`config.mk`:
```
export PLATFORM = sky130hd
export DESIGN_NAME = http_message_byte_parser_top
export DESIGN_NICKNAME = d
export VERILOG_FILES = /design/src/hw/rtl/hmbp_pkg.sv /design/src/hw/rtl/hmbp_char_class.sv /design/src/hw/rtl/http_message_byte_parser_top.sv
export SDC_FILE = /design/constraint.sdc
export NUM_CORES = 2
export LEC_CHECK = 0
export BUFFER_PORTS_ARGS = -buffer_cell sky130_fd_sc_hd__buf_2
export CAP_MARGIN = 30
export CORE_MARGIN = 4
export CORE_UTILIZATION = 40
export CTS_BUF_LIST = sky130_fd_sc_hd__clkbuf_4 sky130_fd_sc_hd__clkbuf_8
export DETAILED_ROUTE_END_ITERATION = 16
export RECOVER_POWER = 50
export REMOVE_ABC_BUFFERS = 1
export SLEW_MARGIN = 25
export SYNTH_ARGS = -nofsm -noshare
export SYNTH_HDL_FRONTEND = slang
export SYNTH_SLANG_ARGS = --single-unit
```
`constraint.sdc`:
```
create_clock -name aclk -period 8.6 [get_ports aclk]
set_input_delay 1.72 -clock aclk [delete_from_list [all_inputs] [get_ports aclk]]
set_output_delay 1.72 -clock aclk [all_outputs]
set_load 0.01 [all_outputs]
```
`src/hw/rtl/hmbp_pkg.sv`:
```
package hmbp_pkg;

    typedef enum logic [4:0] {
        P_MSG, P_LEAD, P_T1, P_T1SP, P_T2, P_T2SP, P_T3, P_L1LF, P_HDR, P_NAME, P_VAL,
        P_VALLF, P_LWS, P_ENDH, P_IBODY, P_CSIZE, P_CEXT, P_CSLF, P_CHUNK, P_CCR, P_CLF,
        P_THDR, P_TNAME, P_TVAL, P_TVALLF, P_TLWS, P_FINLF
    } phase_t;

    typedef struct packed {
        logic       is_sp;
        logic       is_text;
        logic       is_ctl;
        logic       is_tok;
        logic       is_hex;
        logic [3:0] hex_val;
        logic [7:0] lower;
    } char_class_t;

    localparam logic [2:0] ROLE_DELIM  = 3'd0;
    localparam logic [2:0] ROLE_FIRST  = 3'd1;
    localparam logic [2:0] ROLE_SECOND = 3'd2;
    localparam logic [2:0] ROLE_THIRD  = 3'd3;
    localparam logic [2:0] ROLE_NAME   = 3'd4;
    localparam logic [2:0] ROLE_VALUE  = 3'd5;
    localparam logic [2:0] ROLE_BODY   = 3'd6;

    localparam logic [4:0] ERR_T1_INVALID    = 5'd0;
    localparam logic [4:0] ERR_T1_LONG       = 5'd1;
    localparam logic [4:0] ERR_T2_INVALID    = 5'd2;
    localparam logic [4:0] ERR_T2_LONG       = 5'd3;
    localparam logic [4:0] ERR_T3_INVALID    = 5'd4;
    localparam logic [4:0] ERR_T3_LONG       = 5'd5;
    localparam logic [4:0] ERR_L1_LF         = 5'd6;
    localparam logic [4:0] ERR_HDR_COUNT     = 5'd7;
    localparam logic [4:0] ERR_NAME_EMPTY    = 5'd8;
    localparam logic [4:0] ERR_NAME_INVALID  = 5'd9;
    localparam logic [4:0] ERR_NAME_LONG     = 5'd10;
    localparam logic [4:0] ERR_NO_COLON      = 5'd11;
    localparam logic [4:0] ERR_VALUE_INVALID = 5'd12;
    localparam logic [4:0] ERR_VALUE_LONG    = 5'd13;
    localparam logic [4:0] ERR_HDR_LF        = 5'd14;
    localparam logic [4:0] ERR_CLEN_INVALID  = 5'd15;
    localparam logic [4:0] ERR_CSIZE_EMPTY   = 5'd16;
    localparam logic [4:0] ERR_CSIZE_INVALID = 5'd17;
    localparam logic [4:0] ERR_CSIZE_LF      = 5'd18;
    localparam logic [4:0] ERR_CDATA_CR      = 5'd19;
    localparam logic [4:0] ERR_CDATA_LF      = 5'd20;
    localparam logic [4:0] ERR_FINAL_LF      = 5'd21;

    localparam logic [2:0] REG_FIRST_LIMIT  = 3'd0;
    localparam logic [2:0] REG_SECOND_LIMIT = 3'd1;
    localparam logic [2:0] REG_THIRD_LIMIT  = 3'd2;
    localparam logic [2:0] REG_NAME_LIMIT   = 3'd3;
    localparam logic [2:0] REG_VALUE_LIMIT  = 3'd4;
    localparam logic [2:0] REG_COUNT_LIMIT  = 3'd5;

    localparam logic [7:0] CH_TAB   = 8'd9;
    localparam logic [7:0] CH_LF    = 8'd10;
    localparam logic [7:0] CH_CR    = 8'd13;
    localparam logic [7:0] CH_SPACE = 8'd32;
    localparam logic [7:0] CH_COLON = 8'd58;

    localparam int TE_LEN = 17;
    localparam int CL_LEN = 14;
    localparam int CHUNKED_LEN = 7;

    // Lower-case spelling of the header names and the chunked keyword.
    function automatic logic [7:0] te_char(input logic [4:0] idx);
        logic [7:0] ch;
        unique case (idx)
            5'd0:  ch = "t";
            5'd1:  ch = "r";
            5'd2:  ch = "a";
            5'd3:  ch = "n";
            5'd4:  ch = "s";
            5'd5:  ch = "f";
            5'd6:  ch = "e";
            5'd7:  ch = "r";
            5'd8:  ch = "-";
            5'd9:  ch = "e";
            5'd10: ch = "n";
            5'd11: ch = "c";
            5'd12: ch = "o";
            5'd13: ch = "d";
            5'd14: ch = "i";
            5'd15: ch = "n";
            5'd16: ch = "g";
            default: ch = 8'd0;
        endcase
        return ch;
    endfunction

    function automatic logic [7:0] cl_char(input logic [4:0] idx);
        logic [7:0] ch;
        unique case (idx)
            5'd0:  ch = "c";
            5'd1:  ch = "o";
            5'd2:  ch = "n";
            5'd3:  ch = "t";
            5'd4:  ch = "e";
            5'd5:  ch = "n";
            5'd6:  ch = "t";
            5'd7:  ch = "-";
            5'd8:  ch = "l";
            5'd9:  ch = "e";
            5'd10: ch = "n";
            5'd11: ch = "g";
            5'd12: ch = "t";
            5'd13: ch = "h";
            default: ch = 8'd0;
        endcase
        return ch;
    endfunction

    function automatic logic [7:0] chunked_char(input logic [3:0] idx);
        logic [7:0] ch;
        unique case (idx)
            4'd0: ch = "c";
            4'd1: ch = "h";
            4'd2: ch = "u";
            4'd3: ch = "n";
            4'd4: ch = "k";
            4'd5: ch = "e";
            4'd6: ch = "d";
            default: ch = 8'd0;
        endcase
        return ch;
    endfunction

endpackage

```
`src/hw/rtl/hmbp_char_class.sv`:
```
module hmbp_char_class (
    input  logic [7:0]                 data_byte,
    output hmbp_pkg::char_class_t      char_class
);

    logic is_sep;

    always_comb begin
        unique case (data_byte)
            "(", ")", "<", ">", "@", ",", ";", ":", "\\", "\"", "/", "[", "]", "=", "{", "}":
                is_sep = 1'b1;
            default:
                is_sep = 1'b0;
        endcase
    end

    always_comb begin
        char_class.is_sp   = (data_byte == hmbp_pkg::CH_SPACE) || (data_byte == hmbp_pkg::CH_TAB);
        char_class.is_text = (data_byte >= 8'd32) && (data_byte <= 8'd126);
        char_class.is_ctl  = (data_byte < 8'd32) || (data_byte == 8'd127);
        char_class.is_tok  = (data_byte >= 8'd33) && (data_byte <= 8'd126)
                             && (data_byte != 8'd63) && !is_sep;
        char_class.lower   = ((data_byte >= 8'd65) && (data_byte <= 8'd90))
                             ? data_byte + 8'd32 : data_byte;
        char_class.is_hex  = 1'b0;
        char_class.hex_val = 4'd0;
        if ((data_byte >= 8'd48) && (data_byte <= 8'd57)) begin
            char_class.is_hex  = 1'b1;
            char_class.hex_val = 4'(data_byte - 8'd48);
        end else if ((char_class.lower >= 8'd97) && (char_class.lower <= 8'd102)) begin
            char_class.is_hex  = 1'b1;
            char_class.hex_val = 4'(char_class.lower - 8'd87);
        end
    end

endmodule

```
`src/hw/rtl/http_message_byte_parser_top.sv`:
```
// Checks an HTTP/1.1 byte stream one byte per word and tags every byte with its role (start-line
// token, header name, header value, body or framing), flagging message ends and errors with the
// byte offset, line and column. A byte sits in the input register; the parse logic updates the
// state and writes the result register once the output side has taken the previous word, so
// the throughput is one byte per cycle as long as the output side keeps taking words. A rejected
// byte leaves the parser state as it was. Length limits and the header count limit are written
// through the cfg port while idle.
module http_message_byte_parser_top #(
    parameter int COUNT_WIDTH  = 32,
    parameter int LENGTH_WIDTH = 13
) (
    input  logic        aclk,
    input  logic        aresetn,

    input  logic        s_valid,
    output logic        s_ready,
    input  logic [7:0]  s_data_byte,

    output logic        m_valid,
    input  logic        m_ready,
    output logic [7:0]  m_byte_echo,
    output logic [2:0]  m_byte_role,
    output logic        m_message_done,
    output logic        m_parse_error,
    output logic [4:0]  m_error_code,
    output logic [31:0] m_error_position,
    output logic [31:0] m_error_line,
    output logic [31:0] m_error_column,

    input  logic        cfg_we,
    input  logic [2:0]  cfg_index,
    input  logic [12:0] cfg_data
);

    localparam int CW = COUNT_WIDTH;
    localparam int LW = LENGTH_WIDTH;

    // Limits.
    logic [12:0] first_limit_reg, second_limit_reg, third_limit_reg;
    logic [12:0] name_limit_reg, value_limit_reg;
    logic [7:0]  count_limit_reg;

    always_ff @(posedge aclk) begin
        if (!aresetn) begin
            first_limit_reg  <= 13'd16;
            second_limit_reg <= 13'd2048;
            third_limit_reg  <= 13'd16;
            name_limit_reg   <= 13'd256;
            value_limit_reg  <= 13'd4096;
            count_limit_reg  <= 8'd64;
        end else if (cfg_we) begin
            unique case (cfg_index)
                hmbp_pkg::REG_FIRST_LIMIT:  first_limit_reg  <= cfg_data;
                hmbp_pkg::REG_SECOND_LIMIT: second_limit_reg <= cfg_data;
                hmbp_pkg::REG_THIRD_LIMIT:  third_limit_reg  <= cfg_data;
                hmbp_pkg::REG_NAME_LIMIT:   name_limit_reg   <= cfg_data;
                hmbp_pkg::REG_VALUE_LIMIT:  value_limit_reg  <= cfg_data;
                hmbp_pkg::REG_COUNT_LIMIT:  count_limit_reg  <= cfg_data[7:0];
                default: ;
            endcase
        end
    end

    // Input register and handshake.
    logic       in_valid_reg;
    logic [7:0] data_reg;
    logic       advance;

    assign advance = in_valid_reg && (!m_valid || m_ready);
    assign s_ready = !in_valid_reg || advance;

    always_ff @(posedge aclk) begin
        if (!aresetn) begin
            in_valid_reg <= 1'b0;
        end else if (s_ready) begin
            in_valid_reg <= s_valid;
        end
    end

    always_ff @(posedge aclk) begin
        if (s_ready && s_valid) begin
            data_reg <= s_data_byte;
        end
    end

    hmbp_pkg::char_class_t cc;

    hmbp_char_class u_char_class (
        .data_byte  (data_reg),
        .char_class (cc)
    );

    // Parser state.
    hmbp_pkg::phase_t phase_reg, phase_next;
    logic [LW-1:0] tok_reg, tok_next;
    logic [LW-1:0] val_reg, val_next;
    logic [7:0]    hc_reg, hc_next;
    logic [1:0]    flags_reg, flags_next;
    logic [3:0]    vms_reg, vms_next;
    logic          chunked_reg, chunked_next;
    logic          lseen_reg, lseen_next;
    logic          linv_reg, linv_next;
    logic [CW-1:0] clen_reg, clen_next;
    logic [CW-1:0] bc_reg, bc_next;
    logic [CW-1:0] cs_reg, cs_next;
    logic [3:0]    cdc_reg, cdc_next;
    logic [CW-1:0] cc_reg, cc_next;
    logic [CW-1:0] off_reg, off_next;
    logic [CW-1:0] line_reg, line_next;
    logic [CW-1:0] col_reg, col_next;

    logic          err;
    logic [4:0]    err_code;
    logic [2:0]    role;
    logic          trailer;
    logic          do_name, do_value, do_append;
    logic [7:0]    vc;
    logic [CW+3:0] clen_prod;
    logic [LW-1:0] tok_sat;
    logic [15:0]   tok_w, val_w;
    logic          app_full;
    hmbp_pkg::phase_t base_ph, end_ph;

    assign tok_w    = 16'(tok_reg);
    assign val_w    = 16'(val_reg);
    assign app_full = hc_reg >= count_limit_reg;

    always_comb begin
        phase_next   = phase_reg;
        tok_next     = tok_reg;
        val_next     = val_reg;
        hc_next      = hc_reg;
        flags_next   = flags_reg;
        vms_next     = vms_reg;
        chunked_next = chunked_reg;
        lseen_next   = lseen_reg;
        linv_next    = linv_reg;
        clen_next    = clen_reg;
        bc_next      = bc_reg;
        cs_next      = cs_reg;
        cdc_next     = cdc_reg;
        cc_next      = cc_reg;
        off_next     = off_reg;
        line_next    = line_reg;
        col_next     = col_reg;
        err          = 1'b0;
        err_code     = hmbp_pkg::ERR_T1_INVALID;
        do_name      = 1'b0;
        do_value     = 1'b0;
        do_append    = 1'b0;
        vc           = cc.lower;
        clen_prod    = '0;
        tok_sat      = '0;
        role         = ((phase_reg == hmbp_pkg::P_IBODY) || (phase_reg == hmbp_pkg::P_CHUNK))
                       ? hmbp_pkg::ROLE_BODY : hmbp_pkg::ROLE_DELIM;
        trailer      = (phase_reg >= hmbp_pkg::P_THDR) && (phase_reg <= hmbp_pkg::P_TLWS);
        base_ph      = trailer ? hmbp_pkg::P_THDR : hmbp_pkg::P_HDR;
        end_ph       = trailer ? hmbp_pkg::P_FINLF : hmbp_pkg::P_ENDH;

        unique case (phase_reg)
            hmbp_pkg::P_LEAD, hmbp_pkg::P_T1SP, hmbp_pkg::P_T2SP: begin
                if (cc.is_sp) begin
                end else if (!cc.is_text) begin
                    err = 1'b1;
                    err_code = (phase_reg == hmbp_pkg::P_LEAD) ? hmbp_pkg::ERR_T1_INVALID :
                               (phase_reg == hmbp_pkg::P_T1SP) ? hmbp_pkg::ERR_T2_INVALID :
                                                                 hmbp_pkg::ERR_T3_INVALID;
                end else begin
                    tok_next = LW'(1);
                    phase_next = hmbp_pkg::phase_t'(phase_reg + 5'd1);
                    role = (phase_reg == hmbp_pkg::P_LEAD) ? hmbp_pkg::ROLE_FIRST :
                           (phase_reg == hmbp_pkg::P_T1SP) ? hmbp_pkg::ROLE_SECOND :
                                                             hmbp_pkg::ROLE_THIRD;
                end
            end
            hmbp_pkg::P_T1, hmbp_pkg::P_T2: begin
                if (cc.is_sp) begin
                    phase_next = hmbp_pkg::phase_t'(phase_reg + 5'd1);
                end else if (!cc.is_text) begin
                    err = 1'b1;
                    err_code = (phase_reg == hmbp_pkg::P_T1) ? hmbp_pkg::ERR_T1_INVALID
                                                             : hmbp_pkg::ERR_T2_INVALID;
                end else if ((phase_reg == hmbp_pkg::P_T1) && (tok_w >= 16'(first_limit_reg))) begin
                    err = 1'b1;
                    err_code = hmbp_pkg::ERR_T1_LONG;
                end else if ((phase_reg == hmbp_pkg::P_T2) && (tok_w >= 16'(second_limit_reg))) begin
                    err = 1'b1;
                    err_code = hmbp_pkg::ERR_T2_LONG;
                end else begin
                    tok_next = (tok_reg != '1) ? tok_reg + LW'(1) : tok_reg;
                    role = (phase_reg == hmbp_pkg::P_T1) ? hmbp_pkg::ROLE_FIRST
                                                         : hmbp_pkg::ROLE_SECOND;
                end
            end
            hmbp_pkg::P_T3: begin
                if (data_reg == hmbp_pkg::CH_CR) begin
                    phase_next = hmbp_pkg::P_L1LF;
                end else if (!cc.is_text) begin
                    err = 1'b1;
                    err_code = hmbp_pkg::ERR_T3_INVALID;
                end else if (tok_w >= 16'(third_limit_reg)) begin
                    err = 1'b1;
                    err_code = hmbp_pkg::ERR_T3_LONG;
                end else begin
                    tok_next = (tok_reg != '1) ? tok_reg + LW'(1) : tok_reg;
                    role = hmbp_pkg::ROLE_THIRD;
                end
            end
            hmbp_pkg::P_L1LF: begin
                if (data_reg != hmbp_pkg::CH_LF) begin
                    err = 1'b1;
                    err_code = hmbp_pkg::ERR_L1_LF;
                end else begin
                    phase_next = hmbp_pkg::P_HDR;
                end
            end
            hmbp_pkg::P_HDR, hmbp_pkg::P_THDR: begin
                tok_next = '0;
                val_next = '0;
                if (data_reg == hmbp_pkg::CH_CR) begin
                    phase_next = end_ph;
                end else if (data_reg == hmbp_pkg::CH_COLON) begin
                    err = 1'b1;
                    err_code = hmbp_pkg::ERR_NAME_EMPTY;
                end else if (!cc.is_tok) begin
                    err = 1'b1;
                    err_code = hmbp_pkg::ERR_NAME_INVALID;
                end else begin
                    flags_next = 2'b11;
                    do_name = 1'b1;
                    phase_next = hmbp_pkg::phase_t'(base_ph + 5'd1);
                    role = hmbp_pkg::ROLE_NAME;
                end
            end
            hmbp_pkg::P_NAME, hmbp_pkg::P_TNAME: begin
                if (data_reg == hmbp_pkg::CH_CR) begin
                    err = 1'b1;
                    err_code = hmbp_pkg::ERR_NO_COLON;
                end else if (data_reg == hmbp_pkg::CH_COLON) begin
                    if (tok_w != 16'(hmbp_pkg::TE_LEN)) flags_next[0] = 1'b0;
                    if (tok_w != 16'(hmbp_pkg::CL_LEN)) flags_next[1] = 1'b0;
                    val_next = '0;
                    vms_next = 4'd0;
                    phase_next = hmbp_pkg::phase_t'(base_ph + 5'd2);
                end else if (!cc.is_tok) begin
                    err = 1'b1;
                    err_code = hmbp_pkg::ERR_NAME_INVALID;
                end else if (tok_w >= 16'(name_limit_reg)) begin
                    err = 1'b1;
                    err_code = hmbp_pkg::ERR_NAME_LONG;
                end else begin
                    do_name = 1'b1;
                    role = hmbp_pkg::ROLE_NAME;
                end
            end
            hmbp_pkg::P_VAL, hmbp_pkg::P_TVAL: begin
                if (data_reg == hmbp_pkg::CH_CR) begin
                    phase_next = hmbp_pkg::phase_t'(base_ph + 5'd3);
                end else if (cc.is_ctl) begin
                    err = 1'b1;
                    err_code = hmbp_pkg::ERR_VALUE_INVALID;
                end else if (val_w >= 16'(value_limit_reg)) begin
                    err = 1'b1;
                    err_code = hmbp_pkg::ERR_VALUE_LONG;
                end else begin
                    do_value = 1'b1;
                    role = hmbp_pkg::ROLE_VALUE;
                end
            end
            hmbp_pkg::P_VALLF, hmbp_pkg::P_TVALLF: begin
                if (data_reg != hmbp_pkg::CH_LF) begin
                    err = 1'b1;
                    err_code = hmbp_pkg::ERR_HDR_LF;
                end else begin
                    phase_next = hmbp_pkg::phase_t'(base_ph + 5'd4);
                end
            end
            hmbp_pkg::P_LWS, hmbp_pkg::P_TLWS: begin
                if (data_reg == hmbp_pkg::CH_CR) begin
                    if (app_full) begin
                        err = 1'b1;
                        err_code = hmbp_pkg::ERR_HDR_COUNT;
                    end else begin
                        do_append = 1'b1;
                        phase_next = end_ph;
                    end
                end else if (data_reg == hmbp_pkg::CH_COLON) begin
                    err = 1'b1;
                    err_code = hmbp_pkg::ERR_NAME_EMPTY;
                end else if (cc.is_sp) begin
                    // A fold joins the value as a single space.
                    if (val_w >= 16'(value_limit_reg)) begin
                        err = 1'b1;
                        err_code = hmbp_pkg::ERR_VALUE_LONG;
                    end else begin
                        vc = hmbp_pkg::CH_SPACE;
                        do_value = 1'b1;
                        phase_next = hmbp_pkg::phase_t'(base_ph + 5'd2);
                        role = hmbp_pkg::ROLE_VALUE;
                    end
                end else if (!cc.is_tok) begin
                    err = 1'b1;
                    err_code = hmbp_pkg::ERR_NAME_INVALID;
                end else if (app_full) begin
                    err = 1'b1;
                    err_code = hmbp_pkg::ERR_HDR_COUNT;
                end else begin
                    do_append = 1'b1;
                    flags_next = 2'b11;
                    tok_next = '0;
                    do_name = 1'b1;
                    phase_next = hmbp_pkg::phase_t'(base_ph + 5'd1);
                    role = hmbp_pkg::ROLE_NAME;
                end
            end
            hmbp_pkg::P_ENDH: begin
                if (data_reg != hmbp_pkg::CH_LF) begin
                    err = 1'b1;
                    err_code = hmbp_pkg::ERR_HDR_LF;
                end else if (chunked_reg) begin
                    cs_next = '0;
                    cdc_next = 4'd0;
                    phase_next = hmbp_pkg::P_CSIZE;
                end else if (lseen_reg) begin
                    if (linv_reg) begin
                        err = 1'b1;
                        err_code = hmbp_pkg::ERR_CLEN_INVALID;
                    end else begin
                        phase_next = (clen_reg == '0) ? hmbp_pkg::P_MSG : hmbp_pkg::P_IBODY;
                    end
                end else begin
                    phase_next = hmbp_pkg::P_MSG;
                end
            end
            hmbp_pkg::P_IBODY: begin
                bc_next = (bc_reg != '1) ? bc_reg + CW'(1) : bc_reg;
                if (bc_next >= clen_reg) phase_next = hmbp_pkg::P_MSG;
            end
            hmbp_pkg::P_CSIZE: begin
                if (cc.is_hex) begin
                    if (cdc_reg == 4'd15) begin
                    end else if (cs_reg[CW-1 -: 4] != 4'd0) begin
                        cdc_next = 4'd15;
                    end else begin
                        cs_next = {cs_reg[CW-5:0], cc.hex_val};
                        if (cdc_reg < 4'd14) cdc_next = cdc_reg + 4'd1;
                    end
                end else if (cdc_reg == 4'd0) begin
                    err = 1'b1;
                    err_code = hmbp_pkg::ERR_CSIZE_EMPTY;
                end else if (cdc_reg == 4'd15) begin
                    err = 1'b1;
                    err_code = hmbp_pkg::ERR_CSIZE_INVALID;
                end else begin
                    cc_next = '0;
                    cdc_next = 4'd0;
                    phase_next = (data_reg == hmbp_pkg::CH_CR) ? hmbp_pkg::P_CSLF
                                                               : hmbp_pkg::P_CEXT;
                end
            end
            hmbp_pkg::P_CEXT: begin
                if (data_reg == hmbp_pkg::CH_CR) phase_next = hmbp_pkg::P_CSLF;
            end
            hmbp_pkg::P_CSLF: begin
                if (data_reg != hmbp_pkg::CH_LF) begin
                    err = 1'b1;
                    err_code = hmbp_pkg::ERR_CSIZE_LF;
                end else begin
                    phase_next = (cs_reg != '0) ? hmbp_pkg::P_CHUNK : hmbp_pkg::P_THDR;
                end
            end
            hmbp_pkg::P_CHUNK: begin
                cc_next = (cc_reg != '1) ? cc_reg + CW'(1) : cc_reg;
                if (cc_next >= cs_reg) phase_next = hmbp_pkg::P_CCR;
            end
            hmbp_pkg::P_CCR: begin
                if (data_reg != hmbp_pkg::CH_CR) begin
                    err = 1'b1;
                    err_code = hmbp_pkg::ERR_CDATA_CR;
                end else begin
                    phase_next = hmbp_pkg::P_CLF;
                end
            end
            hmbp_pkg::P_CLF: begin
                if (data_reg != hmbp_pkg::CH_LF) begin
                    err = 1'b1;
                    err_code = hmbp_pkg::ERR_CDATA_LF;
                end else begin
                    cs_next = '0;
                    phase_next = hmbp_pkg::P_CSIZE;
                end
            end
            hmbp_pkg::P_FINLF: begin
                if (data_reg != hmbp_pkg::CH_LF) begin
                    err = 1'b1;
                    err_code = hmbp_pkg::ERR_FINAL_LF;
                end else begin
                    phase_next = hmbp_pkg::P_MSG;
                end
            end
            default: begin
                // Message start; the first byte clears everything left by the last message.
                if (cc.is_sp || cc.is_text) begin
                    tok_next     = cc.is_sp ? '0 : LW'(1);
                    val_next     = '0;
                    hc_next      = 8'd0;
                    flags_next   = 2'b11;
                    vms_next     = 4'd0;
                    chunked_next = 1'b0;
                    lseen_next   = 1'b0;
                    linv_next    = 1'b0;
                    clen_next    = '0;
                    bc_next      = '0;
                    cs_next      = '0;
                    cdc_next     = 4'd0;
                    cc_next      = '0;
                    off_next     = '0;
                    line_next    = CW'(1);
                    col_next     = CW'(1);
                    phase_next   = cc.is_sp ? hmbp_pkg::P_LEAD : hmbp_pkg::P_T1;
                    role         = cc.is_sp ? hmbp_pkg::ROLE_DELIM : hmbp_pkg::ROLE_FIRST;
                end else begin
                    err = 1'b1;
                    err_code = hmbp_pkg::ERR_T1_INVALID;
                end
            end
        endcase

        // Closing a header: note chunked framing and the first Content-Length.
        if (do_append) begin
            hc_next = hc_reg + 8'd1;
            if (!trailer) begin
                if (flags_reg[0] && ((vms_reg == 4'd7) || (vms_reg == 4'd8))) chunked_next = 1'b1;
                if (flags_reg[1] && !lseen_reg) begin
                    lseen_next = 1'b1;
                    linv_next  = !((vms_reg == 4'd1) || (vms_reg == 4'd2));
                end
            end
        end

        if (do_name) begin
            if (!((tok_next < LW'(hmbp_pkg::TE_LEN))
                  && (cc.lower == hmbp_pkg::te_char(tok_next[4:0])))) flags_next[0] = 1'b0;
            if (!((tok_next < LW'(hmbp_pkg::CL_LEN))
                  && (cc.lower == hmbp_pkg::cl_char(tok_next[4:0])))) flags_next[1] = 1'b0;
            tok_sat  = tok_next;
            tok_next = (tok_sat != '1) ? tok_sat + LW'(1) : tok_sat;
        end

        if (do_value) begin
            val_next = (val_reg != '1) ? val_reg + LW'(1) : val_reg;
            if (!trailer && (vms_reg != 4'd15)) begin
                if (flags_reg[0]) begin
                    if (vc == hmbp_pkg::CH_SPACE) begin
                        vms_next = (vms_reg == 4'd0) ? 4'd0 : ((vms_reg >= 4'd7) ? 4'd8 : 4'd15);
                    end else if ((vms_reg < 4'd7) && (vc == hmbp_pkg::chunked_char(vms_reg))) begin
                        vms_next = vms_reg + 4'd1;
                    end else begin
                        vms_next = 4'd15;
                    end
                end else if (flags_reg[1]) begin
                    if ((vc >= 8'd48) && (vc <= 8'd57)) begin
                        if (vms_reg == 4'd2) begin
                            vms_next = 4'd15;
                        end else begin
                            vms_next = 4'd1;
                            if (!lseen_reg) begin
                                clen_prod = {1'b0, clen_reg, 3'b000} + {3'b000, clen_reg, 1'b0}
                                            + (CW+4)'(vc - 8'd48);
                                if (clen_prod[CW+3:CW] != 4'd0) vms_next = 4'd15;
                                else clen_next = clen_prod[CW-1:0];
                            end
                        end
                    end else if (vc == hmbp_pkg::CH_SPACE) begin
                        vms_next = (vms_reg == 4'd0) ? 4'd0 : 4'd2;
                    end else begin
                        vms_next = 4'd15;
                    end
                end
            end
        end

        off_next = off_next + CW'(1);
        if (data_reg == hmbp_pkg::CH_LF) begin
            line_next = line_next + CW'(1);
            col_next  = CW'(1);
        end else begin
            col_next  = col_next + CW'(1);
        end
    end

    always_ff @(posedge aclk) begin
        if (!aresetn) begin
            phase_reg   <= hmbp_pkg::P_MSG;
            tok_reg     <= '0;
            val_reg     <= '0;
            hc_reg      <= 8'd0;
            flags_reg   <= 2'b11;
            vms_reg     <= 4'd0;
            chunked_reg <= 1'b0;
            lseen_reg   <= 1'b0;
            linv_reg    <= 1'b0;
            clen_reg    <= '0;
            bc_reg      <= '0;
            cs_reg      <= '0;
            cdc_reg     <= 4'd0;
            cc_reg      <= '0;
            off_reg     <= '0;
            line_reg    <= CW'(1);
            col_reg     <= CW'(1);
        end else if (advance && !err) begin
            phase_reg   <= phase_next;
            tok_reg     <= tok_next;
            val_reg     <= val_next;
            hc_reg      <= hc_next;
            flags_reg   <= flags_next;
            vms_reg     <= vms_next;
            chunked_reg <= chunked_next;
            lseen_reg   <= lseen_next;
            linv_reg    <= linv_next;
            clen_reg    <= clen_next;
            bc_reg      <= bc_next;
            cs_reg      <= cs_next;
            cdc_reg     <= cdc_next;
            cc_reg      <= cc_next;
            off_reg     <= off_next;
            line_reg    <= line_next;
            col_reg     <= col_next;
        end
    end

    // Result register.
    logic [63:0] off_ext, line_ext, col_ext;

    assign off_ext  = 64'(off_reg);
    assign line_ext = 64'(line_reg);
    assign col_ext  = 64'(col_reg);

    always_ff @(posedge aclk) begin
        if (!aresetn) begin
            m_valid <= 1'b0;
        end else if (advance) begin
            m_valid <= 1'b1;
        end else if (m_ready) begin
            m_valid <= 1'b0;
        end
    end

    always_ff @(posedge aclk) begin
        if (advance) begin
            m_byte_echo   <= data_reg;
            m_parse_error <= err;
            if (err) begin
                m_byte_role      <= hmbp_pkg::ROLE_DELIM;
                m_message_done   <= (phase_reg == hmbp_pkg::P_MSG);
                m_error_code     <= err_code;
                m_error_position <= off_ext[31:0];
                m_error_line     <= line_ext[31:0];
                m_error_column   <= col_ext[31:0];
            end else begin
                m_byte_role      <= role;
                m_message_done   <= (phase_next == hmbp_pkg::P_MSG);
                m_error_code     <= 5'd0;
                m_error_position <= 32'd0;
                m_error_line     <= 32'd0;
                m_error_column   <= 32'd0;
            end
        end
    end

endmodule

```
# After elaboration in Yosys (flattened, before gate mapping)

Memories as Yosys holds them, arrays and structs flattened.
Cells that the tools add are included.

Word-level logic and storage cells: 575
Register bits: 473
Memories: 2
Memory bits (read-only): 336
Latch bits: 0
RAM bits: 0

Memories:

| name             | depth | width | read ports | clocked after Yosys merged registers in | wr ports | RTL line       | text |
|---|---|---|---|---|---|---|---|
| (name not given) | 32    | 7     | 1          | 0                                       | 0        | hmbp_pkg.sv:70 | `unique case (idx)` |
| (name not given) | 16    | 7     | 1          | 0                                       | 0        | hmbp_pkg.sv:95 | `unique case (idx)` |

Reductions and logical operators: 83
Div/mod/pow operators: 0
Add/sub/neg operators: 22
Multiplexer cells: 312
Equality and inequality tests: 91
Multipliers: 0
Bitwise operators: 4
$lt $le $gt $ge: 27
Shift-type cells: 0

Operators with widths:

| kind                                                | number |
|---|---|
| two-way mux 32 bit                                  | 30 |
| two-way mux 13 bit                                  | 23 |
| two-way mux 5 bit                                   | 49 |
| adder 32 x 1 -> 32 bit, second input constant       | 5 |
| two-way mux 4 bit                                   | 40 |
| two-way mux 8 bit                                   | 16 |
| case mux 32 bit (4 select lines)                    | 1 |
| two-way mux 3 bit                                   | 37 |
| equality test 8 x 6 -> 1 bit, second input constant | 12 |
| case mux 32 bit (3 select lines)                    | 1 |
| case mux 5 bit (18 select lines)                    | 1 |
| two-way mux 1 bit                                   | 81 |
| case mux 13 bit (6 select lines)                    | 1 |
| case mux 5 bit (15 select lines)                    | 1 |
| OR reduction 24 bit                                 | 3 |
| greater-or-equal comparator 13 bit                  | 5 |
| greater-or-equal comparator 32 bit                  | 2 |
| != test 32 bit, second input constant               | 2 |
| case mux 32 bit (2 select lines)                    | 1 |
| equality test 8 x 7 -> 1 bit, second input constant | 7 |
| equality test 5 bit, second input constant          | 11 |
| case mux 7 bit (7 select lines)                     | 1 |
| two-way mux 2 bit                                   | 21 |
| equality test 5 x 4 -> 1 bit, second input constant | 8 |
| 81 further kinds                                    | 180 |

# Logic depth before layout (Yosys ltp)

Depth in word-level cells: 20
Mapped depth: 30
Mapped depth without buffers: 25

# By module

Synthesis repeated with hierarchy kept, for this count alone.

Cell total of the unflattened synthesis: 3,915
Area, all modules: 31,848.0 sq um

Modules (own cells, without submodules):

| module                       | cells an instance | area an instance (sq um) | times used | seq. area each (sq um) |
|---|---|---|---|---|
| http_message_byte_parser_top | 3,827             | 31,198.7                 | 1          | 10,690.3 |
| hmbp_char_class              | 88                | 649.4                    | 1          | 0.0 |

# Worst setup path before layout

OpenSTA, ideal clock, no wires.

Kind: register to register
From: register data_reg[1]
To: register clen_reg[3]
Clock period less this slack: 8,207 ps
Buffers on the path: 4
Required time: 8,483 ps
Stages on the path, launching flop included: 28
Library setup time: 117 ps
Data arrival time: 8,090 ps
Setup slack: 393 ps
Cell sequence: edfxtp_1 buf_2 clkbuf_1 inv_1 ha_1 nor4b_1 o21ai_0 o211a_1 and2_1 xnor2_1 nand2_1 ha_1 nor2_1 fa_1 ha_1 a2111oi_0 a211oi_1 o21ai_0 a21oi_1 a41o_1 xor2_1 a211oi_1 nor4b_1 o21ai_1 and2_1 clkbuf_1 clkbuf_1 a22o_1

Longest elaborated chain between the ends: 19
Elaborated cells on any way between the ends: 103
Those cells by class: add/sub: 3; order compare: 12; eq/ne: 23; mux: 49; reduce/logical: 16

Ends and longest elaborated chain:

| what                                                                                                         | RTL line                            | text |
|---|---|---|
| from (decl)                                                                                                  | http_message_byte_parser_top.sv:66  | `logic [7:0] data_reg;` |
| from (signal assigned)                                                                                       | http_message_byte_parser_top.sv:82  | `data_reg <= s_data_byte;` |
| greater-or-equal comparator 8 x 7 -> 1 bit / less-or-equal comparator 8 x 7 -> 1 bit (equally long branches) | hmbp_char_class.sv:23               | `char_class.lower = ((data_byte >= 8'd65) && (data_byte <= 8'd90))` |
| logical AND 1 bit                                                                                            | hmbp_char_class.sv:23               |  |
| two-way mux 8 bit                                                                                            | hmbp_char_class.sv:24               | `? data_byte + 8'd32 : data_byte;` |
| two-way mux 8 bit                                                                                            | http_message_byte_parser_top.sv:292 | `if (val_w >= 16'(value_limit_reg)) begin` |
| two-way mux 8 bit                                                                                            | http_message_byte_parser_top.sv:290 | `end else if (cc.is_sp) begin` |
| two-way mux 8 bit                                                                                            | http_message_byte_parser_top.sv:287 | `end else if (data_reg == hmbp_pkg::CH_COLON) begin` |
| two-way mux 8 bit                                                                                            | http_message_byte_parser_top.sv:279 | `if (data_reg == hmbp_pkg::CH_CR) begin` |
| two-way mux 8 bit                                                                                            | http_message_byte_parser_top.sv:160 | `unique case (phase_reg)` |
| [3 not listed]                                                                                               | --                                  |  |
| two-way mux 32 bit                                                                                           | http_message_byte_parser_top.sv:470 | `if (clen_prod[CW+3:CW] != 4'd0) vms_next = 4'd15;` |
| two-way mux 32 bit                                                                                           | http_message_byte_parser_top.sv:467 | `if (!lseen_reg) begin` |
| two-way mux 32 bit                                                                                           | http_message_byte_parser_top.sv:463 | `if (vms_reg == 4'd2) begin` |
| two-way mux 32 bit                                                                                           | http_message_byte_parser_top.sv:462 | `if ((vc >= 8'd48) && (vc <= 8'd57)) begin` |
| two-way mux 32 bit                                                                                           | http_message_byte_parser_top.sv:461 | `end else if (flags_reg[1]) begin` |
| two-way mux 32 bit                                                                                           | http_message_byte_parser_top.sv:453 | `if (flags_reg[0]) begin` |
| two-way mux 32 bit                                                                                           | http_message_byte_parser_top.sv:452 | `if (!trailer && (vms_reg != 4'd15)) begin` |
| two-way mux 32 bit                                                                                           | http_message_byte_parser_top.sv:450 | `if (do_value) begin` |
| to (signal assigned)                                                                                         | http_message_byte_parser_top.sv:521 | `clen_reg <= clen_next;` |
| to (decl)                                                                                                    | http_message_byte_parser_top.sv:103 | `logic [CW-1:0] clen_reg, clen_next;` |

Parallel ways exist; a longest one is shown, timed or not.
A chain may end at the register's enable or synchronous reset.

# Worst setup path after layout

From: register data_reg[0]
To: register clen_reg[15]

Same word-level chain as after synthesis.

==> out/results.ini <==
[critical_path]
path_common_cell=ha_1
endpoint_kind=flip-flop
crit_fanout=31
ff2ff_setup_slack_ns=0.74
r2r-end=clen_reg[15]
cp.arrival_ns=8.44
reg2reg_depth=24
crit_family=compound AO/OA/AOI/OAI gates
slowest_stage=a2111oi_0
critPathLaunch=data_reg[0]
rr_startpoint=data_reg[0]
cp_num_buf_inv=2
path_cells=inv_1 > ha_1 > nor4b_1 > o21ai_0 > o211a_1 > and2_1 > xnor2_1 > nand2_1 > ha_1 > nor2_4 > buf_4 > fa_1 > ha_1 > a2111oi_0 > a211oi_1 > o21ai_0 > a21oi_1 > a41o_1 > xor2_1 > a211oi_1 > nor4b_1 > o21ai_1 > and2_2 > a22o_1
crit_required_ns=9.19
cp.depth=24
slowest_delay_ns=0.69
path_class=reg -> reg
crit_path_start_kind=flip-flop

[global_routing]
overflow=0
antenna_found_initial=2
grt_usage_pct=23.2
grt_max_degree=112
grt_pass1_wl_mm=155
grt_pass1_vias=27337

[timing]
min_period_ns=7.86
hold_viol=0
max_freq_mhz=127
rsz0062_at_grt=false
slew_viol_final=364
setup_ws_ns=0.743
finClkSkew_ns=0.0543
tightest_slew_ns=4.49
slew_headroom_pct=-200
post-route-period-util_pct=91.4
setup_viol=0
tns_ns=0
hold_ws_ns=0.454

[drt]
drt_wl_total_mm=98.7
drt.antenna.violating_nets=0
drc=0
num_vias=28981
vias_per_cell=5.74
drt_iter0_drc=2405
wl_per_cell_um=19.5
wl_met3_mm=6.52
met2_length_mm=44.4
met1_length_mm=44.6
firstDrtPassIters=5
highest_layer=met4

[clock_tree]
cts_resized=0
clk_latency_ns=0.72
path_clk_slew_ns=0.06
cts_buffers=86
tritoncts=yes
cts-root-buf=clkbuf_8
clk_path_buf_depth=3
cts_sinks=473
cts-hold-fix-buffers=0
htree_levels=3
post_cts_buffers=0

[yosys]
postSynthCellCount=3855
ys.flop_type=dfxtp_1
yosysWarningCount=0
synth_compound_area_share_pct=19.2
synth_area_sq_um=31200
ys_ff_latch=473
synth_fa_ha_area_share_pct=10.5
synth_top_family_by_area=simple AND/OR/NAND/NOR gates
synth-xor-area-share_pct=4.52
async_reset_ff_share_pct=0
avgSynthCellArea_sq_um=8.09
synthSimpleGateAreaFrac_pct=25.6
synth_cell_types=109
synth_edf_count=122
synth_mux_area_share_pct=0.746
ys_seq_area_share_pct=34.3

[place]
detailed_place_hpwl_mm=69.4
io_buffers=144
dp_slack_ns=0.866
gp_congestion=0.961
dp_cells=4885

[power]
peakVddDrop_uv=128
p_leak_uw=0.0130
p_per_area_nw_per_um2=150

[outcome]
violations=capacitance limit, slew limit
status=finished with violations

[final_layout]
area_delta_synth_final_pct=10.5
final_cell_mix=nand2_1 (500), a21oi_1 (373), dfxtp_1 (351), nor2_1 (310), ha_1 (213)
final_common_cell=nand2_1
final_nets=4208
drive_gt1_share_pct=7.41
multiInputGateArea_sq_um=18900
final_cells=5052
nFillCells=7918
seqCellArea_sq_um=10700
fin_util_pct=44.6

[floorplan]
fp.dieH_um=287
fp-row-count=102
die_w_um=287
start_util_pct=40.3
coreArea_sq_um=77300
pin_count=145
die-area_sq_um=82500

[worst_hold_path]
holdPathStages=2
hold_path.class=reg -> reg
min_to=value_limit_reg[8]
min-delay-start=value_limit_reg[8]

[run]
maxCapViolCount=6

## report_power, final
group          switching, uW  leakage [uW]  internal, uW
Sequential              30.2       0.00393          2330
Clock                   1060      0.000992          1260
Combinational            354       0.00804           144
Total                   1440        0.0130          3730
## per-stage QoR
stage	instance area (sq um)	power [uW]
2_1_floorplan	30300	2700
3_3_place_gp	32800	2900
3_5_place_dp	32900	2900
4_1_cts	34700	5240
5_1_grt	34500	5380
6_report	34500	5170
## cells in the mapped netlist, drive strengths merged (42+ instances only)
master,count,area (sq um)
nand3,156,786
and2,131,820
clkbuf,165,621
and3,63,394
dfxtp,351,7030
nand2,503,1900
nand4,79,500
edfxtp,122,3660
o21ai,188,945
inv,200,751
xnor2,97,850
a21oi,375,1890
buf,42,229
nor4,59,418
a21o,66,495
xor2,64,561
nor3,82,443
ha,213,2670
nand2b,42,263
nor2,318,1210
## layout make-up
type                       count  area share, %
multi-input combinational   2975           54.9
antenna                        4         0.0290
inverter                     200           2.19
clock inverter                39          0.929
timing repair buffer         199           2.75
sequential                   473           31.0
tap                         1040           3.77
clock buffer                 122           4.44
## cells by family (layout without fill, tap and decap cells)
| logic type | after synthesis | after routing |
|---|---|---|
| adder cells (fa/ha/maj) | 244 | 244 |
| XOR/XNOR | 161 | 161 |
| multiplexers | 22 | 22 |
| other | 0 | 4 |
| AO/OA/AOI/OAI | 949 | 949 |
| flip-flops | 473 | 473 |
| AND/OR/NAND/NOR | 1599 | 1599 |
| buffers and inverters | 407 | 560 |
## worst reg2reg max path: cells and delay by family, from the launching register on
family	cells	cell delay (ns)
buffers and inverters	2	0.50
flip-flops	1	0.53
adder cells (fa/ha/maj)	4	1.23
AO/OA/AOI/OAI	10	2.92
XOR/XNOR	2	0.51
AND/OR/NAND/NOR	6	2.08
## how the worst max path moves through the flow
stage / endpoint / slack (ns)
floorplan: cc_reg[23] / -0.64
global placement: clen_reg[31] / 0.80
detailed placement: clen_reg[11] / 0.87
CTS: clen_reg[8] / 0.80
global route: clen_reg[15] / 0.23
finish: clen_reg[15] / 0.74
## per-layer routing
layer	global-route usage (%)	vias to the layer above
met1	32.2	13747
met3	3.31	226
met5	0	-
li1	-	13980
met2	37.1	1028
met4	7.67	0
Power figures use the tool's default switching activity.
